### src/sv/fdiv_pkg.sv
// Shared types and constants for the frame rate divisor selector.
package fdiv_pkg;

  localparam int unsigned RateWidth = 10;
  localparam int unsigned DiscWidth = 8;

  typedef struct packed {
    logic [RateWidth-1:0] refresh_rate;
    logic [RateWidth-1:0] preferred_rate;
    logic                 range_valid;
    logic [DiscWidth-1:0] rate_discount;
  } fdiv_in_t;

  typedef struct packed {
    logic [RateWidth-1:0] drawing_rate;
    logic                 discount_applied;
  } fdiv_out_t;

  typedef struct packed {
    logic                 start;
    logic [RateWidth-1:0] dividend;
    logic [RateWidth-1:0] divisor;
  } div_req_t;

  typedef struct packed {
    logic                 done;
    logic [RateWidth-1:0] quotient;
    logic [RateWidth-1:0] remainder;
  } div_rsp_t;

endpackage

### src/sv/frame_rate_divisor_select.sv
// Top level of the frame rate divisor selector: sequencer around a shared divider.
//
// Input transactions carry a refresh rate, a preferred rate, a range-valid flag and
// a rate discount; each produces exactly one output transaction with the drawing
// rate and a flag that tells whether the discounted rate was taken.
// Both channels use valid and stall. The block stalls its input from the cycle
// after a transaction is accepted until the result has been taken downstream.
// All arithmetic runs through one restoring divider; each division is launched
// by a start request. An optional division forms the discounted candidate, then
// each rate pick does one division for refresh/preferred and one division per
// divisor tried while counting down. Trivial cases need no division; the worst
// case is a prime refresh rate of 1021 with a preferred rate of four and a
// discount of two.
// The result is held in an output register; while the receiver stalls it stays
// there unchanged and no new input is taken.
// Reset returns the sequencer to idle and drops output valid; no state survives
// between transactions.
module frame_rate_divisor_select (
  input  logic                clk_i,
  input  logic                rst_ni,
  input  logic                in_valid_i,
  output logic                in_stall_o,
  input  fdiv_pkg::fdiv_in_t  in_data_i,
  output logic                out_valid_o,
  input  logic                out_stall_i,
  output fdiv_pkg::fdiv_out_t out_data_o
);

  localparam int unsigned W = fdiv_pkg::RateWidth;
  localparam int unsigned DW = fdiv_pkg::DiscWidth;
  localparam logic [DW-1:0] MinDiscount = DW'(2);

  typedef enum logic [3:0] {
    S_IDLE,
    S_CAND,
    S_CAND_WAIT,
    S_PSTART,
    S_PQUO,
    S_PCHK,
    S_PREM,
    S_PEND,
    S_OUT
  } state_e;

  state_e              state_q;
  logic [W-1:0]        refresh_q;
  logic [W-1:0]        pref_q;
  logic                valid_q;
  logic [DW-1:0]       disc_q;
  logic [W-1:0]        p_q;
  logic                v_q;
  logic                pass_q;
  logic [W-1:0]        cand_q;
  logic [W-1:0]        d_q;
  logic [W-1:0]        r_q;
  logic                out_valid_q;
  fdiv_pkg::fdiv_out_t out_data_q;

  fdiv_pkg::div_req_t  div_req;
  fdiv_pkg::div_rsp_t  div_rsp;

  logic                disc_on;
  logic [W-1:0]        base_rate;
  logic                pick_trivial;

  always_comb begin
    disc_on      = (disc_q >= MinDiscount) && !(pref_q == '0 && refresh_q == '0);
    base_rate    = (pref_q == '0 || pref_q > refresh_q) ? refresh_q : pref_q;
    pick_trivial = (refresh_q == '0) || (p_q == '0) || !v_q || (p_q > refresh_q);
    div_req      = '0;
    unique case (state_q)
      S_CAND: begin
        div_req.start    = disc_on;
        div_req.dividend = base_rate;
        div_req.divisor  = W'(disc_q);
      end
      S_PSTART: begin
        div_req.start    = !pick_trivial;
        div_req.dividend = refresh_q;
        div_req.divisor  = p_q;
      end
      S_PCHK: begin
        div_req.start    = 1'b1;
        div_req.dividend = refresh_q;
        div_req.divisor  = d_q;
      end
      default: begin
        div_req = '0;
      end
    endcase
  end

  fdiv_divider u_divider (
    .clk_i  (clk_i),
    .rst_ni (rst_ni),
    .req_i  (div_req),
    .rsp_o  (div_rsp)
  );

  always_ff @(posedge clk_i or negedge rst_ni) begin
    if (!rst_ni) begin
      state_q     <= S_IDLE;
      out_valid_q <= 1'b0;
      out_data_q  <= '0;
      refresh_q   <= '0;
      pref_q      <= '0;
      valid_q     <= 1'b0;
      disc_q      <= '0;
      p_q         <= '0;
      v_q         <= 1'b0;
      pass_q      <= 1'b0;
      cand_q      <= '0;
      d_q         <= '0;
      r_q         <= '0;
    end else begin
      unique case (state_q)
        S_IDLE: begin
          if (in_valid_i) begin
            refresh_q <= in_data_i.refresh_rate;
            pref_q    <= in_data_i.preferred_rate;
            valid_q   <= in_data_i.range_valid;
            disc_q    <= in_data_i.rate_discount;
            p_q       <= in_data_i.preferred_rate;
            v_q       <= in_data_i.range_valid;
            pass_q    <= 1'b0;
            state_q   <= S_CAND;
          end
        end
        S_CAND: begin
          state_q <= disc_on ? S_CAND_WAIT : S_PSTART;
        end
        S_CAND_WAIT: begin
          if (div_rsp.done) begin
            cand_q  <= div_rsp.quotient;
            p_q     <= div_rsp.quotient;
            v_q     <= 1'b1;
            pass_q  <= 1'b1;
            state_q <= S_PSTART;
          end
        end
        S_PSTART: begin
          priority if (refresh_q == '0 || p_q == '0) begin
            r_q     <= '0;
            state_q <= S_PEND;
          end else if (!v_q || p_q > refresh_q) begin
            r_q     <= refresh_q;
            state_q <= S_PEND;
          end else begin
            state_q <= S_PQUO;
          end
        end
        S_PQUO: begin
          if (div_rsp.done) begin
            d_q     <= div_rsp.quotient;
            state_q <= S_PCHK;
          end
        end
        S_PCHK: begin
          state_q <= S_PREM;
        end
        S_PREM: begin
          if (div_rsp.done) begin
            if (d_q > W'(1) && div_rsp.remainder != '0) begin
              d_q     <= d_q - 1'b1;
              state_q <= S_PCHK;
            end else begin
              r_q     <= div_rsp.quotient;
              state_q <= S_PEND;
            end
          end
        end
        S_PEND: begin
          if (pass_q && r_q == cand_q) begin
            out_data_q.drawing_rate     <= cand_q;
            out_data_q.discount_applied <= 1'b1;
            out_valid_q                 <= 1'b1;
            state_q                     <= S_OUT;
          end else if (pass_q) begin
            p_q     <= pref_q;
            v_q     <= valid_q;
            pass_q  <= 1'b0;
            state_q <= S_PSTART;
          end else begin
            out_data_q.drawing_rate     <= r_q;
            out_data_q.discount_applied <= 1'b0;
            out_valid_q                 <= 1'b1;
            state_q                     <= S_OUT;
          end
        end
        S_OUT: begin
          if (!out_stall_i) begin
            out_valid_q <= 1'b0;
            state_q     <= S_IDLE;
          end
        end
        default: begin
          state_q <= S_IDLE;
        end
      endcase
    end
  end

  assign in_stall_o  = (state_q != S_IDLE);
  assign out_valid_o = out_valid_q;
  assign out_data_o  = out_data_q;

endmodule

### src/sv/fdiv_divider.sv
// Restoring shift-subtract divider that produces one quotient bit per cycle while busy.
module fdiv_divider (
  input  logic               clk_i,
  input  logic               rst_ni,
  input  fdiv_pkg::div_req_t req_i,
  output fdiv_pkg::div_rsp_t rsp_o
);

  localparam int unsigned W = fdiv_pkg::RateWidth;
  localparam int unsigned CntW = $clog2(W);
  localparam logic [CntW-1:0] LastCnt = CntW'(W - 1);

  logic            busy_q;
  logic            done_q;
  logic [CntW-1:0] cnt_q;
  logic [W-1:0]    rem_q;
  logic [W-1:0]    quo_q;
  logic [W-1:0]    den_q;

  logic [W:0]      shifted;
  logic            ge;
  logic [W:0]      diff;
  logic [W-1:0]    rem_d;
  logic [W-1:0]    quo_d;

  always_comb begin
    shifted = {rem_q, quo_q[W-1]};
    diff    = shifted - {1'b0, den_q};
    ge      = (shifted >= {1'b0, den_q});
    rem_d   = ge ? diff[W-1:0] : shifted[W-1:0];
    quo_d   = {quo_q[W-2:0], ge};
  end

  always_ff @(posedge clk_i or negedge rst_ni) begin
    if (!rst_ni) begin
      busy_q <= 1'b0;
      done_q <= 1'b0;
      cnt_q  <= '0;
    end else begin
      done_q <= 1'b0;
      if (req_i.start) begin
        busy_q <= 1'b1;
        cnt_q  <= '0;
      end else if (busy_q) begin
        cnt_q <= cnt_q + 1'b1;
        if (cnt_q == LastCnt) begin
          busy_q <= 1'b0;
          done_q <= 1'b1;
        end
      end
    end
  end

  always_ff @(posedge clk_i) begin
    if (req_i.start) begin
      rem_q <= '0;
      quo_q <= req_i.dividend;
      den_q <= req_i.divisor;
    end else if (busy_q) begin
      rem_q <= rem_d;
      quo_q <= quo_d;
    end
  end

  assign rsp_o.done      = done_q;
  assign rsp_o.quotient  = quo_q;
  assign rsp_o.remainder = rem_q;

endmodule
### config.mk
export PLATFORM = sky130hd
export DESIGN_NAME = frame_rate_divisor_select
export DESIGN_NICKNAME = d
export VERILOG_FILES = /design/src/sv/fdiv_pkg.sv /design/src/sv/frame_rate_divisor_select.sv /design/src/sv/fdiv_divider.sv
export SDC_FILE = /design/constraint.sdc
export NUM_CORES = 1
export LEC_CHECK = 0
export BUFFER_PORTS_ARGS = -buffer_cell sky130_fd_sc_hd__buf_2
export CORE_ASPECT_RATIO = 0.75
export CORE_MARGIN = 1
export CORE_UTILIZATION = 60
export CTS_CLUSTER_SIZE = 8
export DETAILED_ROUTE_END_ITERATION = 12
export PLACE_DENSITY = 0.79
export SLEW_MARGIN = 15
export SYNTH_ARGS = -nofsm -noshare
export SYNTH_HDL_FRONTEND = slang
export SYNTH_SLANG_ARGS = --single-unit
### constraint.sdc
create_clock -name clk_i -period 5.6 [get_ports clk_i]
set_input_delay 0.28 -clock clk_i [delete_from_list [all_inputs] [get_ports clk_i]]
set_output_delay 0.28 -clock clk_i [all_outputs]
set_load 0.005 [all_outputs]
==> flow_metrics.env <==
export IMPL_power_density_nw_per_um2=703.2
export IMPL_grt_usage_pct=34.55
export IMPL_synth_top_family_by_area="compound AO/OA/AOI/OAI gates"
export IMPL_holdWs_ns=0.08451
export IMPL_final_cell_mix="dfrtp_1, mux2_2, nand2_1, nor2_1, buf_2"
export IMPL_power_total_uw=5628
export IMPL_min_from="in_data_i[3]"
export IMPL_cts_buffers=17
export IMPL_core_sq_um=11190
export IMPL_slew_violations=0
export IMPL_antenna_left=0
export IMPL_initial_utilization_pct=62.97
export IMPL_hold_violations=0
export IMPL_whs_path_depth=2
export IMPL_r2r_cells=5
export IMPL_routedWlPerCell_um=22.30
export IMPL_setup_viol=0
export IMPL_rsz0062_at_grt="no"
export IMPL_tightest_slew_ns=1.181
export IMPL_yosysSeqAreaShare_pct=44.40
export IMPL_drive_gt1_share_pct=23.57
export IMPL_die_h_um=95.85
export IMPL_synth_area_sq_um=7046
export IMPL_antenna_found_initial=0
export IMPL_reg2reg_setup_slack_ns=2.16
export IMPL_worstPathMaxFanout=37
export IMPL_place_hpwl_um=14250
export IMPL_syn_area_per_cell_sq_um=10.38
export IMPL_synthMuxAreaShare_pct=13.16
export IMPL_synth_compound_area_share_pct=16.48
export IMPL_cp_end_kind="flip-flop"
export IMPL_clk_latency_ns=0.42
export IMPL_synthCells=679
export IMPL_crit_arrival_ns=3.51
export IMPL_drt_drc_violations_left=0
export IMPL_wl_um=19870
export IMPL_fin_util_pct=71.53
export IMPL_synth_xor_area_share_pct=2.486
export IMPL_synthAdderAreaFrac_pct=6.322
export IMPL_ir_drop_mv=0.3339
export IMPL_gp_congestion=0.9719
export IMPL_reg2reg_to="u_divider.quo_q[0]"
export IMPL_startpoint_type="flip-flop"
export IMPL_ys_seq_elements=123
export IMPL_cap_violations=0
export IMPL_status="complete, no violations"
export IMPL_synth_simple_area_share_pct=13.51
export IMPL_grt_pass1_vias=5575
export IMPL_timing_fmax_mhz=290.7
export IMPL_async_reset_ff_share_pct=75.61
export IMPL_setup_tns_ns=0
export IMPL_dieWidth_um=127.1
export IMPL_n_antenna_cell=0
export IMPL_crit_type="flip-flop to flip-flop"
export IMPL_syn_nets=747
export IMPL_ys_warnings_count=0
export IMPL_dp_cells=858
export IMPL_final_cells=891
export IMPL_vias=5879
export IMPL_grt_pass1_wl_um=30870
export IMPL_hold_class="primary input to flip-flop"
export IMPL_hold_end="disc_q[3]"
export IMPL_fillers=820
export IMPL_grt_max_degree=56
export IMPL_postCtsSetupRepairBufs=0
export IMPL_clk_pin_slew_ns=0.06
export IMPL_final_common_cell="dfrtp_1"
export IMPL_rows=33
export IMPL_skew_ns=0.006259
export IMPL_synth_edf_count=20
export IMPL_dieArea_sq_um=12180
export IMPL_slew_headroom_pct=21.27
export IMPL_htree_levels=4
export IMPL_dr_first_iter_drc_count=709
export IMPL_ys_flop_type="dfrtp_1"
export IMPL_vias_per_cell=6.598
export IMPL_grt_overflow=0
export IMPL_firstDrtPassIters=5
export IMPL_fin_nets=789
export IMPL_pin_count=46
export IMPL_r2r_start="state_q[2]"
export IMPL_min_period_ns=3.440
export IMPL_area_growth_pct=13.60
export IMPL_cts_sinks=123
export IMPL_root_buffer="clkbuf_16"
export IMPL_port_buffers=45
export IMPL_cellLeakagePower_uw=0.003528
export IMPL_critPathRequiredTime_ns=5.67
export IMPL_synth_distinct_cells=71
export IMPL_min_period_over_period_pct=61.42
export IMPL_cts_tree="done"
export IMPL_clk_path_buf_depth=2
[timing repair]
item                                   CTS  global route
hold buffers                             1             0
endpoints found under the hold margin   38             0
gates resized for setup                  0             0
[through the flow]
stage          area (sq um)  setup slack [ns]
3_3_place_gp           7377             2.352
4_1_cts                8004             2.226
2_1_floorplan          7046             2.947
3_5_place_dp           7377             2.242
5_1_grt                8004             1.996
6_report               8004             2.160
[kinds of logic after synthesis]
| logic type | count (synthesis) |
|---|---|
| AO/OA/AOI/OAI | 166 |
| XOR/XNOR | 20 |
| adder cells (fa/ha/maj) | 35 |
| buffers and inverters | 59 |
| flip-flops | 123 |
| multiplexers | 84 |
| AND/OR/NAND/NOR | 192 |
[state kept, by name (all words and copies together) (netlist names), 4 cells and up]
name,flops
d_q,10
u_divider.rem_q,10
u_divider.quo_q,10
u_divider.cnt_q,4
pref_q,10
refresh_q,10
disc_q,8
r_q,10
u_divider.den_q,10
cand_q,10
out_data_o,11
p_q,10
state_q,4
[where the power goes]
part | leakage [uW] | internal (uW) | total [uW] | switching [uW]
logic | 0.00178 | 1110 | 2510 | 1400
clock network | 0.000307 | 705 | 1140 | 439
registers | 0.00144 | 1360 | 1970 | 608
total | 0.00353 | 3180 | 5630 | 2450
[area by class of cell]
type                       instances  area, sq um  share of cell area, %
clock buffer                      19        464.2                  5.800
clock inverter                    13        152.6                  1.907
inverter                          30        112.6                  1.407
multi-input combinational        497         3667                  45.82
sequential                       123         3128                  39.08
tap                              157        196.4                  2.454
timing repair buffer              52        282.8                  3.533
[worst max-delay path, cell delays in order, from the launching register on]
cell and delay (ns):
dfrtp_1 0.71, or2_2 0.50, nor2_4 0.23, nand4_2 0.23
o22ai_4 0.92, nand2b_1 0.49
[how the worst max path moves through the flow]
stage / from / to / slack [ns] / cells after the start
finish: state_q[2] / u_divider.quo_q[0] / 2.16 / 5
global route: state_q[2] / u_divider.quo_q[0] / 2.00 / 5
CTS: state_q[2] / u_divider.quo_q[0] / 2.23 / 5
detailed placement: refresh_q[7] / u_divider.quo_q[4] / 2.24 / 7
global placement: refresh_q[7] / u_divider.quo_q[4] / 2.35 / 7
floorplan: refresh_q[7] / u_divider.quo_q[0] / 2.95 / 8
[cell usage after synthesis, drive strengths merged, types with 3 or more instances]
| master | count | area, sq um |
|---|---|---|
| a211oi | 11 | 87.58 |
| a21o | 5 | 37.54 |
| a21oi | 41 | 209.0 |
| a221oi | 10 | 87.58 |
| a22o | 11 | 96.34 |
| a22oi | 14 | 105.1 |
| a31oi | 13 | 81.33 |
| buf | 13 | 83.83 |
| clkbuf | 16 | 60.06 |
| dfrtp | 93 | 2327 |
| dfxtp | 10 | 200.2 |
| edfxtp | 20 | 600.6 |
| ha | 34 | 425.4 |
| inv | 30 | 112.6 |
| mux2 | 69 | 777.0 |
| mux2i | 15 | 150.1 |
| nand2 | 55 | 209.0 |
| nand2b | 13 | 81.33 |
| nand3 | 16 | 80.08 |
| nand3b | 3 | 22.52 |
| nand4 | 10 | 68.81 |
| nor2 | 50 | 202.7 |
| nor2b | 5 | 31.28 |
| nor3 | 9 | 45.04 |
| nor4 | 13 | 87.58 |
| o211ai | 4 | 35.03 |
| o21ai | 32 | 171.4 |
| or2 | 4 | 25.03 |
| or3 | 5 | 31.28 |
| xnor2 | 5 | 43.79 |
| xor2 | 15 | 131.4 |
[routing by layer]
metal | GRT usage (%) | vias to the layer above | wire length [um]
li1 | - | 2602 | -
met1 | 49.53 | 2849 | 8586
met2 | 50.78 | 375 | 8441
met3 | 9.339 | 53 | 2423
met4 | 11.31 | 0 | 414
met5 | 0 | - | 0
Note: power is estimated with default switching activity, not from simulation.
